<file path="src/rtl/gaussian_s_curve_contrast_core_macros.svh">
// Assertion macros shared by the gaussian S-curve contrast RTL.
`ifndef GAUSSIAN_S_CURVE_CONTRAST_CORE_MACROS_SVH
`define GAUSSIAN_S_CURVE_CONTRAST_CORE_MACROS_SVH

// Same-cycle implication, checked out of reset.
`define GSCC_ASSERT_IMP(lbl, clk, rstn, ante, cons, msg) \
    lbl: assert property (@(posedge clk) disable iff (!rstn) (ante) |-> (cons)) \
        else $error(msg);

// Next-cycle implication, checked out of reset.
`define GSCC_ASSERT_NXT(lbl, clk, rstn, ante, cons, msg) \
    lbl: assert property (@(posedge clk) disable iff (!rstn) (ante) |=> (cons)) \
        else $error(msg);

`endif

</file>
<file path="src/rtl/gscc_pkg.sv">
// Shared widths, constants, types and helpers of the gaussian S-curve contrast core.
package gscc_pkg;

    localparam int PIX_W      = 8;
    localparam int GAIN_W     = 13;
    localparam int CENTER_W   = 9;
    localparam int SIGMA_W    = 8;
    localparam int CFG_W      = 13;
    localparam int CFG_IDX_W  = 2;
    localparam int DIFF_W     = 11;
    localparam int VMAG_W     = 9;
    localparam int GMAG_W     = 13;
    localparam int S2_W       = 16;
    localparam int VSQ_W      = 18;
    localparam int DVS_W      = 22;
    localparam int GV_W       = 22;
    localparam int FRAC_W     = 30;
    localparam int U_W        = 30;
    localparam int TERM_W     = 31;
    localparam int SUM_W      = 32;
    localparam int MAG_W      = 53;
    localparam int TOTAL_W    = 55;
    localparam int OUT_SHIFT  = 38;
    localparam int NUM_TERMS  = 13;
    localparam int DIV_STAGES = U_W / 2;
    localparam int SQUARINGS  = 5;

    localparam logic [TERM_W-1:0] ONE_Q30 = TERM_W'(1) << FRAC_W;

    localparam logic signed [GAIN_W-1:0]   GAIN_RESET   = 13'sd256;
    localparam logic signed [CENTER_W-1:0] CENTER_RESET = 9'sd0;
    localparam logic [SIGMA_W-1:0]         SIGMA_RESET  = 8'd30;

    typedef enum logic [CFG_IDX_W-1:0] {
        REG_GAIN   = 2'd0,
        REG_CENTER = 2'd1,
        REG_SIGMA  = 2'd2
    } cfg_reg_t;

    typedef struct packed {
        logic             apply;
        logic             neg;
        logic [GV_W-1:0]  gv;
        logic [PIX_W-1:0] x;
        logic             fe;
    } side_t;

    function automatic logic [DVS_W:0] div_step(input logic [DVS_W-1:0] rem,
                                                input logic [DVS_W-1:0] dvs);
        logic [DVS_W:0] dbl;
        logic [DVS_W:0] diff;
        dbl  = {rem, 1'b0};
        diff = dbl - {1'b0, dvs};
        if (dbl >= {1'b0, dvs}) begin
            return {1'b1, diff[DVS_W-1:0]};
        end
        return {1'b0, dbl[DVS_W-1:0]};
    endfunction

endpackage

</file>
<file path="src/rtl/gscc_term.sv">
// One Taylor term of exp(-u): term = ((term * u) >> 30) / K, added to or taken from the sum.
module gscc_term
    import gscc_pkg::*;
#(
    parameter int unsigned K = 1
)
(
    input  logic                     aclk,
    input  logic                     aresetn,
    input  logic                     en,
    input  logic                     in_valid,
    input  logic [TERM_W-1:0]        in_term,
    input  logic signed [SUM_W-1:0]  in_sum,
    input  logic [U_W-1:0]           in_u,
    input  side_t                    in_side,
    output logic                     out_valid,
    output logic [TERM_W-1:0]        out_term,
    output logic signed [SUM_W-1:0]  out_sum,
    output logic [U_W-1:0]           out_u,
    output side_t                    out_side
);

    localparam logic [31:0]    RECIP = 32'(64'hFFFF_FFFF / K);
    localparam logic [U_W-1:0] KC    = U_W'(K);
    localparam bit             ODD   = (K % 2) == 1;

    logic                    v1_reg, v2_reg, v3_reg;
    logic [U_W-1:0]          p1_reg, p2_reg, est2_reg, q3_reg;
    logic [U_W-1:0]          u1_reg, u2_reg, u3_reg;
    logic signed [SUM_W-1:0] sum1_reg, sum2_reg, sum3_reg;
    side_t                   side1_reg, side2_reg, side3_reg;

    logic [TERM_W+U_W-1:0]   prod1;
    logic [U_W+31:0]         prod2;
    logic [U_W-1:0]          p1_next, est2_next, chk, q3_next;
    logic signed [SUM_W-1:0] sum3_next;

    always_comb begin
        prod1     = (TERM_W+U_W)'(in_term) * (TERM_W+U_W)'(in_u);
        p1_next   = prod1[FRAC_W+U_W-1:FRAC_W];
        prod2     = (U_W+32)'(p1_reg) * (U_W+32)'(RECIP);
        est2_next = prod2[U_W+31:32];
        chk       = p2_reg - est2_reg * KC;
        q3_next   = (chk >= KC) ? est2_reg + U_W'(1) : est2_reg;
        sum3_next = ODD ? sum2_reg - $signed(SUM_W'(q3_next))
                        : sum2_reg + $signed(SUM_W'(q3_next));
    end

    always_ff @(posedge aclk) begin
        if (!aresetn) begin
            v1_reg <= 1'b0;
            v2_reg <= 1'b0;
            v3_reg <= 1'b0;
        end else if (en) begin
            v1_reg <= in_valid;
            v2_reg <= v1_reg;
            v3_reg <= v2_reg;
        end
    end

    always_ff @(posedge aclk) begin
        if (en) begin
            p1_reg    <= p1_next;
            u1_reg    <= in_u;
            sum1_reg  <= in_sum;
            side1_reg <= in_side;
            p2_reg    <= p1_reg;
            est2_reg  <= est2_next;
            u2_reg    <= u1_reg;
            sum2_reg  <= sum1_reg;
            side2_reg <= side1_reg;
            q3_reg    <= q3_next;
            u3_reg    <= u2_reg;
            sum3_reg  <= sum3_next;
            side3_reg <= side2_reg;
        end
    end

    assign out_valid = v3_reg;
    assign out_term  = TERM_W'(q3_reg);
    assign out_sum   = sum3_reg;
    assign out_u     = u3_reg;
    assign out_side  = side3_reg;

endmodule

</file>
<file path="config.mk">
export PLATFORM = sky130hd
export DESIGN_NAME = gscc_term
export DESIGN_NICKNAME = d
export VERILOG_FILES = /design/src/rtl/gaussian_s_curve_contrast_core_macros.svh /design/src/rtl/gscc_pkg.sv /design/src/rtl/gscc_term.sv
export SDC_FILE = /design/constraint.sdc
export NUM_CORES = 2
export LEC_CHECK = 0
export BUFFER_PORTS_ARGS = -buffer_cell sky130_fd_sc_hd__buf_2
export CAP_MARGIN = 20
export CORE_MARGIN = 3
export CORE_UTILIZATION = 60
export CTS_CLUSTER_SIZE = 14
export DETAILED_ROUTE_END_ITERATION = 7
export GPL_ROUTABILITY_DRIVEN = 0
export GPL_TIMING_DRIVEN = 0
export PLACE_DENSITY = 0.84
export SETUP_SLACK_MARGIN = 0.2
export SLEW_MARGIN = 5
export SYNTH_ARGS = -nofsm -noshare
export SYNTH_HDL_FRONTEND = slang
export SYNTH_SLANG_ARGS = --single-unit
</file>
<file path="constraint.sdc">
create_clock -name aclk -period 26.2 [get_ports aclk]
set_input_delay 2.62 -clock aclk [delete_from_list [all_inputs] [get_ports aclk]]
set_output_delay 2.62 -clock aclk [all_outputs]
set_load 0.02 [all_outputs]
</file>
==> metrics.md <==
| Metric | Value |
|---|---|
| Main combinational cell family by area after synthesis | adder cells |
| Final setup viols | 0 |
| Die Ht | 313 um |
| RSZ-0062 raised after global routing | false |
| Top FF cell, synth | edfxtp_1 |
| Adder-cell share of the synthesized area | 49.9% |
| Outcome | finished, final reports clean |
| Worst Setup SP | in_u[7] |
| Slew margin rel. | 12.8% |
| Max-cap violations | 0 |
| Hold Path End | side2_reg[26] |
| Worst Hold Path Cells | 0 |
| Initial DRC Count | 4,436 |
| Buffers added on ports | 227 |
| Setup TNS | 0 ps |
| Setup CP Type | in2reg |
| Drc violations | 0 |
| Clk_skew | 24.3 ps |
| Nature of the critical path endpoint | register |
| Vias | 40,700 |
| Top-Level Pins | 257 |
| Routed Wire Length | 163,000 um |
| Initial antenna violation count | 17 |
| Netlist cell types | 74 |
| Die ar. | 0.0978 mm^2 |
| Xor and xnor area share after synthesis | 2.90% |
| DP Wirelength | 128,000 um |
| Seq/Total Area, Yosys | 21.7% |
| Crit Path Max Fanout | 10 |
| Starting density of the core | 61.0% |
| CTS max path bufs | 3 |
| Clk slew on worst S/H paths | 70 ps |
| Drt pass-1 iters | 8 |
| Top cells by area, synth | fa_1, edfxtp_1, ha_1, inv_1, and2_1 |
| Clk sink count | 408 |
| Area growth syn-to-layout | 7.88% |
| CTS Buf Count | 45 |
| Register bit total from synthesis | 408 |
| Final nets | 7,261 |
| Post-Syn Instances | 5,236 |
| Reg-to-reg slack, setup | 15,340 ps |
| Post-DP Area | 0.0592 mm^2 |
| Core area | 0.0925 mm^2 |
| Hold_buf cts | 0 |
| Drt wl/cell | 23.8 um |
| Ys Warns | 0 |
| Largest net degree at the start of global routing | 120 |
| Worst-Margin Slew | 1310 ps |
| Worst r2r dst | est2_reg[27] |
| Reg2Reg Launch Point | p1_reg[12] |
| Post-synthesis compound-gate area fraction | 4.51% |
| H-tree depth | 2 |
| First-pass GRT wire length | 247,000 um |
| Share of cells above drive strength 1 | 6.18% |
| Root buf cell | clkbuf_16 |
| Synth Area in Simple Gates | 11.8% |
| Post-Syn Area | 0.0564 mm^2 |
| Post-synth EDFFs | 405 |
| Max Slew Vio Count | 0 |
| Mux contribution to synthesized area | 0.126% |
| Aggregate global-route resource usage | 33.7% |
| Die width | 313 um |
| Post-route cell area | 0.0609 mm^2 |
| Vias in the first global route | 43,500 |
| Crit path DAT | 12,570 ps |
| Reg2Reg Depth | 27 |
| Most frequent cells in the layout | inv_1, fa_1, and2_1 |
| Worst skew pair latency | 600 ps |
| Post-Syn Nets | 6,981 |
| CTS tree | done |
| # Post-CTS Setup Buffers | 0 |
| Post-CTS sizing | 0 |
| Min cycle time layout | 12,240 ps |
| Final Hold Viols | 0 |
| Critical path launch point type | input port |
| Area leader, netlist | fa_1 |
| Vias/cell | 5.96 |
| FP Rows | 111 |
| Post-synth top area share | 37.6% |
| Antenna viol nets, final | 0 |
| Commonest non-fill, non-tap cell in the layout | inv_1 |
| Total gr overflow | 0 |
| Post-Syn Area per Cell | 10.8 um^2 |
| Async set or reset register ratio after synthesis | 0% |
| CP required | 26,530 ps |
| Max Clk Rate | 81.7 MHz |
| Hold/Removal Path Class | reg2reg |
| Period utilisation layout | 46.7% |
| Hold Crit Start | side1_reg[26] |
[through the flow]
step                setup WS (ps)  instances  hold slack [ps]  utilization (%)
CTS                         14350       6793              407             65.7
finish                      13960       6830              414             65.8
global route                13890       6802              415             65.8
detailed placement          13720       6710              405             64.0
global placement            13450       6706              400             63.9
floorplan                   15950       5236              400                -
[cell usage after synthesis, types with 9 or more instances]
cell / instances
a211oi_1: 10
a21o_1: 79
a21oi_1: 120
a31oi_1: 13
and2_1: 560
and3_1: 11
clkbuf_1: 187
edfxtp_1: 405
fa_1: 1059
ha_1: 556
inv_1: 1160
nand2_1: 447
nand2b_1: 11
nand3_1: 28
nand4_1: 20
nor2_1: 95
nor2b_1: 21
nor3_1: 29
nor4_2: 10
o21a_1: 18
o21ai_0: 64
o31ai_1: 10
or3_1: 9
xnor2_1: 143
xor2_1: 44
[worst max-delay path, stage by stage]
cell	delay, ps
buf_2	200
clkbuf_1	920
and2_1	270
fa_1	450
fa_1	540
inv_1	70
fa_1	460
fa_1	530
fa_1	550
inv_1	50
fa_1	480
fa_1	500
inv_1	50
fa_1	470
inv_1	40
ha_1	340
and3_1	210
nand3_1	190
or3_1	460
o31ai_2	880
a2111oi_0	290
nor4b_1	790
o21ai_0	460
o2111ai_1	400
a31oi_1	180
xnor2_1	150
[cells by family (layout without fill, tap and decap cells)]
| logic type | count (synthesis) | count (layout) |
|---|---|---|
| other | 1 | 36 |
| adders and majority gates | 1618 | 1618 |
| xor gates and xnor gates | 187 | 187 |
| DFF | 408 | 408 |
| muxes | 7 | 7 |
| buffers and inverters | 1355 | 1671 |
| AOI/OAI and AO/OA | 386 | 386 |
| and+or+nand+nor | 1274 | 1274 |
[final cells by class]
cell class | count | area (um^2)
multi-input combinational | 3473 | 39100
fill | 6678 | 31600
sequential | 408 | 12200
inverter | 1161 | 4360
tap | 1243 | 1560
timing repair buffer | 233 | 1260
clock buffer | 51 | 1170
buffer | 194 | 744
clock inverter | 32 | 370
antenna | 35 | 87.6
[metal layers]
metal / GRT usage, % / vias up / share of wire (%)
li1: - / 16700 / -
met1: 39.9 / 20100 / 34
met2: 50.3 / 3011 / 43
met3: 15.0 / 903 / 15
met4: 21.0 / 2 / 8.0
met5: 0.198 / - / 0.0068
[worst max path at each step]
stage	end	slack (ps)	cells past startpoint
after detailed placement	p1_reg[29]	13720	26
after global routing	p1_reg[29]	13890	26
after floorplan	p1_reg[23]	15950	28
after global placement	p1_reg[29]	13450	26
after CTS	p1_reg[29]	14350	26
final	p1_reg[29]	13960	26
Power is left out: the tool's default activity adds up to more than one toggle a clock period on the data nets, which glitch-free logic cannot reach.
