$ cat config.mk
export PLATFORM = sky130hd
export DESIGN_NAME = gscc_div
export DESIGN_NICKNAME = d
export VERILOG_FILES = /design/src/rtl/gscc_pkg.sv /design/src/rtl/gscc_div.sv
export VERILOG_INCLUDE_DIRS = /design/src /design/src/rtl
export SDC_FILE = /design/constraint.sdc
export NUM_CORES = 2
export LEC_CHECK = 0
export BUFFER_PORTS_ARGS = -buffer_cell sky130_fd_sc_hd__buf_2
export CAP_MARGIN = 20
export CORE_UTILIZATION = 60
export CTS_BUF_LIST = sky130_fd_sc_hd__clkbuf_8
export DETAILED_ROUTE_END_ITERATION = 10
export PLACE_DENSITY = 0.81
export SLEW_MARGIN = 40
export SYNTH_ARGS = -nofsm -noshare
export SYNTH_HDL_FRONTEND = slang
export SYNTH_SLANG_ARGS = --single-unit
$ cat constraint.sdc
create_clock -name aclk -period 8.2 [get_ports aclk]
set_clock_uncertainty 0.2 [all_clocks]
set_input_delay 1.64 -clock aclk [delete_from_list [all_inputs] [get_ports aclk]]
set_output_delay 1.64 -clock aclk [all_outputs]
set_load 0.02 [all_outputs]
$ cat src/rtl/gaussian_s_curve_contrast_core_macros.svh
// Assertion macros shared by the gaussian S-curve contrast RTL.
`ifndef GAUSSIAN_S_CURVE_CONTRAST_CORE_MACROS_SVH
`define GAUSSIAN_S_CURVE_CONTRAST_CORE_MACROS_SVH

// Same-cycle implication, checked out of reset.
`define GSCC_ASSERT_IMP(lbl, clk, rstn, ante, cons, msg) \
    lbl: assert property (@(posedge clk) disable iff (!rstn) (ante) |-> (cons)) \
        else $error(msg);

// Next-cycle implication, checked out of reset.
`define GSCC_ASSERT_NXT(lbl, clk, rstn, ante, cons, msg) \
    lbl: assert property (@(posedge clk) disable iff (!rstn) (ante) |=> (cons)) \
        else $error(msg);

`endif

$ cat src/rtl/gscc_pkg.sv
// Shared widths, constants, types and helpers of the gaussian S-curve contrast core.
package gscc_pkg;

    localparam int PIX_W      = 8;
    localparam int GAIN_W     = 13;
    localparam int CENTER_W   = 9;
    localparam int SIGMA_W    = 8;
    localparam int CFG_W      = 13;
    localparam int CFG_IDX_W  = 2;
    localparam int DIFF_W     = 11;
    localparam int VMAG_W     = 9;
    localparam int GMAG_W     = 13;
    localparam int S2_W       = 16;
    localparam int VSQ_W      = 18;
    localparam int DVS_W      = 22;
    localparam int GV_W       = 22;
    localparam int FRAC_W     = 30;
    localparam int U_W        = 30;
    localparam int TERM_W     = 31;
    localparam int SUM_W      = 32;
    localparam int MAG_W      = 53;
    localparam int TOTAL_W    = 55;
    localparam int OUT_SHIFT  = 38;
    localparam int NUM_TERMS  = 13;
    localparam int DIV_STAGES = U_W / 2;
    localparam int SQUARINGS  = 5;

    localparam logic [TERM_W-1:0] ONE_Q30 = TERM_W'(1) << FRAC_W;

    localparam logic signed [GAIN_W-1:0]   GAIN_RESET   = 13'sd256;
    localparam logic signed [CENTER_W-1:0] CENTER_RESET = 9'sd0;
    localparam logic [SIGMA_W-1:0]         SIGMA_RESET  = 8'd30;

    typedef enum logic [CFG_IDX_W-1:0] {
        REG_GAIN   = 2'd0,
        REG_CENTER = 2'd1,
        REG_SIGMA  = 2'd2
    } cfg_reg_t;

    typedef struct packed {
        logic             apply;
        logic             neg;
        logic [GV_W-1:0]  gv;
        logic [PIX_W-1:0] x;
        logic             fe;
    } side_t;

    function automatic logic [DVS_W:0] div_step(input logic [DVS_W-1:0] rem,
                                                input logic [DVS_W-1:0] dvs);
        logic [DVS_W:0] dbl;
        logic [DVS_W:0] diff;
        dbl  = {rem, 1'b0};
        diff = dbl - {1'b0, dvs};
        if (dbl >= {1'b0, dvs}) begin
            return {1'b1, diff[DVS_W-1:0]};
        end
        return {1'b0, dbl[DVS_W-1:0]};
    endfunction

endpackage

$ cat src/rtl/gscc_div.sv
// Pipelined restoring divider: u = (vsq << 30) / dvs, two quotient bits per stage.
`include "gaussian_s_curve_contrast_core_macros.svh"

module gscc_div
    import gscc_pkg::*;
(
    input  logic             aclk,
    input  logic             aresetn,
    input  logic             en,
    input  logic             in_valid,
    input  logic [VSQ_W-1:0] vsq,
    input  logic [DVS_W-1:0] dvs,
    input  side_t            in_side,
    output logic             out_valid,
    output logic [U_W-1:0]   u,
    output side_t            out_side
);

    logic             valid_reg [DIV_STAGES];
    logic [DVS_W-1:0] rem_reg   [DIV_STAGES];
    logic [U_W-1:0]   quo_reg   [DIV_STAGES];
    logic [DVS_W-1:0] dvs_reg   [DIV_STAGES];
    side_t            side_reg  [DIV_STAGES];

    logic             valid_next [DIV_STAGES];
    logic [DVS_W-1:0] rem_next   [DIV_STAGES];
    logic [U_W-1:0]   quo_next   [DIV_STAGES];
    logic [DVS_W-1:0] dvs_next   [DIV_STAGES];
    side_t            side_next  [DIV_STAGES];

    always_comb begin
        logic             v_in;
        logic [DVS_W-1:0] r_in;
        logic [U_W-1:0]   q_in;
        logic [DVS_W-1:0] d_in;
        side_t            s_in;
        logic [DVS_W:0]   st1;
        logic [DVS_W:0]   st2;
        for (int j = 0; j < DIV_STAGES; j++) begin
            if (j == 0) begin
                v_in       = in_valid;
                r_in       = DVS_W'(vsq);
                q_in       = '0;
                d_in       = dvs;
                s_in       = in_side;
                s_in.apply = in_side.apply & (DVS_W'(vsq) < dvs);
            end else begin
                v_in = valid_reg[j-1];
                r_in = rem_reg[j-1];
                q_in = quo_reg[j-1];
                d_in = dvs_reg[j-1];
                s_in = side_reg[j-1];
            end
            st1           = div_step(r_in, d_in);
            st2           = div_step(st1[DVS_W-1:0], d_in);
            valid_next[j] = v_in;
            rem_next[j]   = st2[DVS_W-1:0];
            quo_next[j]   = {q_in[U_W-3:0], st1[DVS_W], st2[DVS_W]};
            dvs_next[j]   = d_in;
            side_next[j]  = s_in;
        end
    end

    always_ff @(posedge aclk) begin
        if (!aresetn) begin
            for (int j = 0; j < DIV_STAGES; j++) begin
                valid_reg[j] <= 1'b0;
            end
        end else if (en) begin
            valid_reg <= valid_next;
        end
    end

    always_ff @(posedge aclk) begin
        if (en) begin
            rem_reg  <= rem_next;
            quo_reg  <= quo_next;
            dvs_reg  <= dvs_next;
            side_reg <= side_next;
        end
    end

    assign out_valid = valid_reg[DIV_STAGES-1];
    assign u         = quo_reg[DIV_STAGES-1];
    assign out_side  = side_reg[DIV_STAGES-1];

    `GSCC_ASSERT_IMP(a_rem_below_dvs, aclk, aresetn,
        valid_reg[DIV_STAGES-1] && side_reg[DIV_STAGES-1].apply,
        rem_reg[DIV_STAGES-1] < dvs_reg[DIV_STAGES-1],
        "divider remainder not below divisor")

endmodule

==> impl_summary.txt <==
----------------------------------------------------
[Yosys]
  Proportion of synthesized flip-flops having asynchronous set or reset ... 0%
  Number of instances in the synthesized netlist ... 6714
  Total of flip-flops plus latches after synthesis ... 1366
  Post-synthesis net count ... 7465
  Cell taking the most area after synthesis ... sky130_fd_sc_hd__edfxtp_1
  Per-instance average area after synthesis ... 11.7 sq um
  Most area-consuming cells after synthesis ... sky130_fd_sc_hd__edfxtp_1, sky130_fd_sc_hd__ha_1, sky130_fd_sc_hd__xnor2_1, sky130_fd_sc_hd__mux2_2, sky130_fd_sc_hd__a21oi_1
  Synth Flop Type ... sky130_fd_sc_hd__edfxtp_1
  Synth warnings ... 0
  Cell area after synthesis ... 0.0788 sq mm
  Top-area cell type share of the netlist area ... 51.5%
  Number of synthesized flops with an enable pin ... 1351
  Number of distinct library cell variants in the gate-level netlist after synthesis ... 101
  Top cell types by occurrence after synthesis ... sky130_fd_sc_hd__edfxtp_1, sky130_fd_sc_hd__ha_1, sky130_fd_sc_hd__a21oi_1, sky130_fd_sc_hd__inv_1, sky130_fd_sc_hd__nor2_1
  Cell with the most instances after synthesis ... sky130_fd_sc_hd__edfxtp_1
  Part of the Yosys area used for sequential elements ... 51.9%

[STA]
  Pins over their slew limit ... 0
  Setup repair after global routing missed its margin ... false
  Final Hold Viols ... 0
  Accumulated negative setup slack ... 0 ps
  Max Clock Freq ... 141 MHz
  Measured slew at the worst slew-check pin ... 800 ps
  Minimum clock period ... 7100 ps
  Final Cycle Share ... 86.6%
  Relative slew slack ... 46.5%
  Number of endpoints failing setup at the final stage ... 0

[Clocking]
  TritonCTS Sinks ... 1366
  Clock insertion delay at the later pin of the skew report ... 980 ps
  Clock-pin slew on the worst setup and hold paths ... 60 ps
  CTS Buf Count ... 219
  Maximum count of clock buffers along a single path ... 3
  Clock Tree Root ... sky130_fd_sc_hd__clkbuf_8
  TritonCTS clock tree ... yes
  Depth of the CTS H-tree ... 4
  Quantity of hold-fixing buffers added after cts ... 0
  Count of buffers added by post-CTS timing repair for setup ... 0
  Quantity of gates resized following cts ... 0

[Setup path]
  Setup crit end kind ... flip-flop
  Critical-path maximum fanout ... 31
  Startpoint of the lowest-slack register-to-register path ... dvs_next[229]
  Cell mode on critical path ... sky130_fd_sc_hd__o21ai_1
  Cell with the largest stage delay on the worst path ... sky130_fd_sc_hd__a221oi_2
  Worst path bufs/invs ... 3
  Crit path max-delay family ... compound AO/OA/AOI/OAI gates
  CP Data Required Time ... 8670 ps
  Critical path startpoint category ... flip-flop
  Delay contributed by the slowest stage of the critical path ... 650 ps
  Data arrival time of the critical path ... 7570 ps
  Kind of critical path ... flip-flop to flip-flop
  Register-to-register setup slack ... 1100 ps
  Critical path launch point ... dvs_next[229]
  List of cells traversed by the critical path ... inv_1 > ha_1 > and3_1 > nand4_1 > a211oi_1 > o21ai_1 > a21oi_1 > a31oi_1 > a31o_2 > buf_4 > and2_0 > a31o_2 > ha_1 > and3_1 > o21ai_0 > and3b_1 > o21ai_1 > a221oi_1 > a2bb2oi_2 > o21ai_1 > a41o_1 > a221oi_2 > buf_12 > mux2_2

[Final layout]
  Final standard cell count with taps included and fillers excluded ... 8954
  Area growth from synthesis to final layout ... 9.61%
  Proportion of layout cells with a drive suffix above 1 ... 11.8%
  Number of filler cells placed in the layout ... 9598
  Max FFs per register ... 462
  Net count, final ... 7778

[Die]
  Starting utilization of the core area ... 60.6%
  Height of the chip ... 364 um
  Count of boundary I/O pins ... 141
  Die area ... 0.133 sq mm
  Horiz. Die Dim ... 364 um
  Core area ... 0.130 sq mm
  Cell row count ... 132

[Place]
  Number of placed cells counting well taps ... 8544
  Count of port buffers added during placement ... 140
  Routability congestion estimate ... 0.943
  HPWL after detailed placement ... 129000 um

[GRT]
  Vias in the first global route ... 51600
  Global-route usage over all layers ... 25.7%
  Final global-route overflow total ... 0
  Initial antenna violation count ... 3
  First-pass GRT wire length ... 271000 um
  Maximum number of pins on one net before global-route repair ... 175

[Flow run]
  Max-cap check violation count ... 0

[Worst hold path]
  Type of the worst min-delay path ... flip-flop to flip-flop
  Worst Hold Launch ... side_next[318]

[Drt]
  Detail-routed net length per standard cell ... 19.3 um
  Antenna viol nets, final ... 0
  Count of TritonRoute iterations in the first routing pass ... 7
  Number of DRC violations after detailed-routing iteration 0 ... 4443
  Ratio of routed vias to standard cells ... 5.97
  Vias ... 53500
  DRC violations left ... 0
  Total routed wirelength ... 173000 um

[Status]
  Run status ... finished clean

----------------------------------------------------
## cells by family after synthesis
logic type	share of synthesized area [%]
compound gates	14.1
xor+xnor	5.52
fa+ha+maj	10.8
buf+inv	2.90
flops	51.9
mux	5.83
simple gates	8.94
## worst register-to-register path: cells and delay by family, from the launching register on
| family | cells | cell delay [ps] |
|---|---|---|
| AOI/OAI and AO/OA | 13 | 3520 |
| DFF | 1 | 420 |
| and+or+nand+nor | 5 | 1050 |
| muxes | 1 | 360 |
| buffers and inverters | 3 | 600 |
| adders and majority gates | 2 | 700 |
## cells in the final DEF, fill, tap and decap left out, types with 74 or more instances in the layout
master / instances
sky130_fd_sc_hd__edfxtp_1: 1351
sky130_fd_sc_hd__ha_1: 659
sky130_fd_sc_hd__inv_1: 534
sky130_fd_sc_hd__a21oi_1: 516
sky130_fd_sc_hd__nor2_1: 417
sky130_fd_sc_hd__nand2_1: 360
sky130_fd_sc_hd__xnor2_1: 347
sky130_fd_sc_hd__o21ai_0: 338
sky130_fd_sc_hd__mux2_2: 255
sky130_fd_sc_hd__a21o_1: 223
sky130_fd_sc_hd__clkbuf_8: 219
sky130_fd_sc_hd__xor2_1: 150
sky130_fd_sc_hd__buf_2: 139
sky130_fd_sc_hd__nor3_1: 130
sky130_fd_sc_hd__o21a_1: 108
sky130_fd_sc_hd__nor2b_1: 108
sky130_fd_sc_hd__nand3_1: 98
sky130_fd_sc_hd__mux2_1: 92
sky130_fd_sc_hd__nand2b_1: 80
sky130_fd_sc_hd__nand4_1: 74
## metrics by stage
| stage | cell area [sq um] | hold WS, ps | setup slack [ps] | util, % |
|---|---|---|---|---|
| final | 86400 | 190 | 1100 | 66.5 |
| after global routing | 86400 | 190 | 734 | 66.5 |
| after CTS | 86300 | 193 | 1200 | 66.4 |
| after detailed placement | 81900 | 205 | 786 | 63.0 |
| after global placement | 81800 | 200 | 757 | 62.9 |
| after floorplan | 78800 | 200 | 1750 | - |
## per-layer routing
metal / vias to the layer above / track usage [%] / wire length, um
met2: 1595 / 43.4 / 84000
li1: 25900 / - / -
met1: 25600 / 33.1 / 73700
met4: 2 / 10.2 / 6180
met3: 399 / 3.97 / 9300
met5: - / 0 / 13
## worst paths after layout
kind / depth (start not counted) / end
worst max register to register: 24 / rem_reg[221]
worst max-delay path: 24 / rem_reg[221]
worst min register to register: 0 / side_next[285]
worst min-delay path: 0 / side_next[285]
## cell type report
type,count,area [sq um],share of cell area [%]
inverters,489,1840,2.12
flip-flops and latches,1366,40900,47.3
clock inverters,181,1350,1.56
diodes,6,15.0,0.0174
well taps,1742,2180,2.52
repair buffers,192,1360,1.57
multi-input cells,4759,35800,41.4
clock buffers,219,3010,3.49
Power is not shown: default switching activity piles up to over one toggle a cycle in this logic, so the estimate is an artifact.
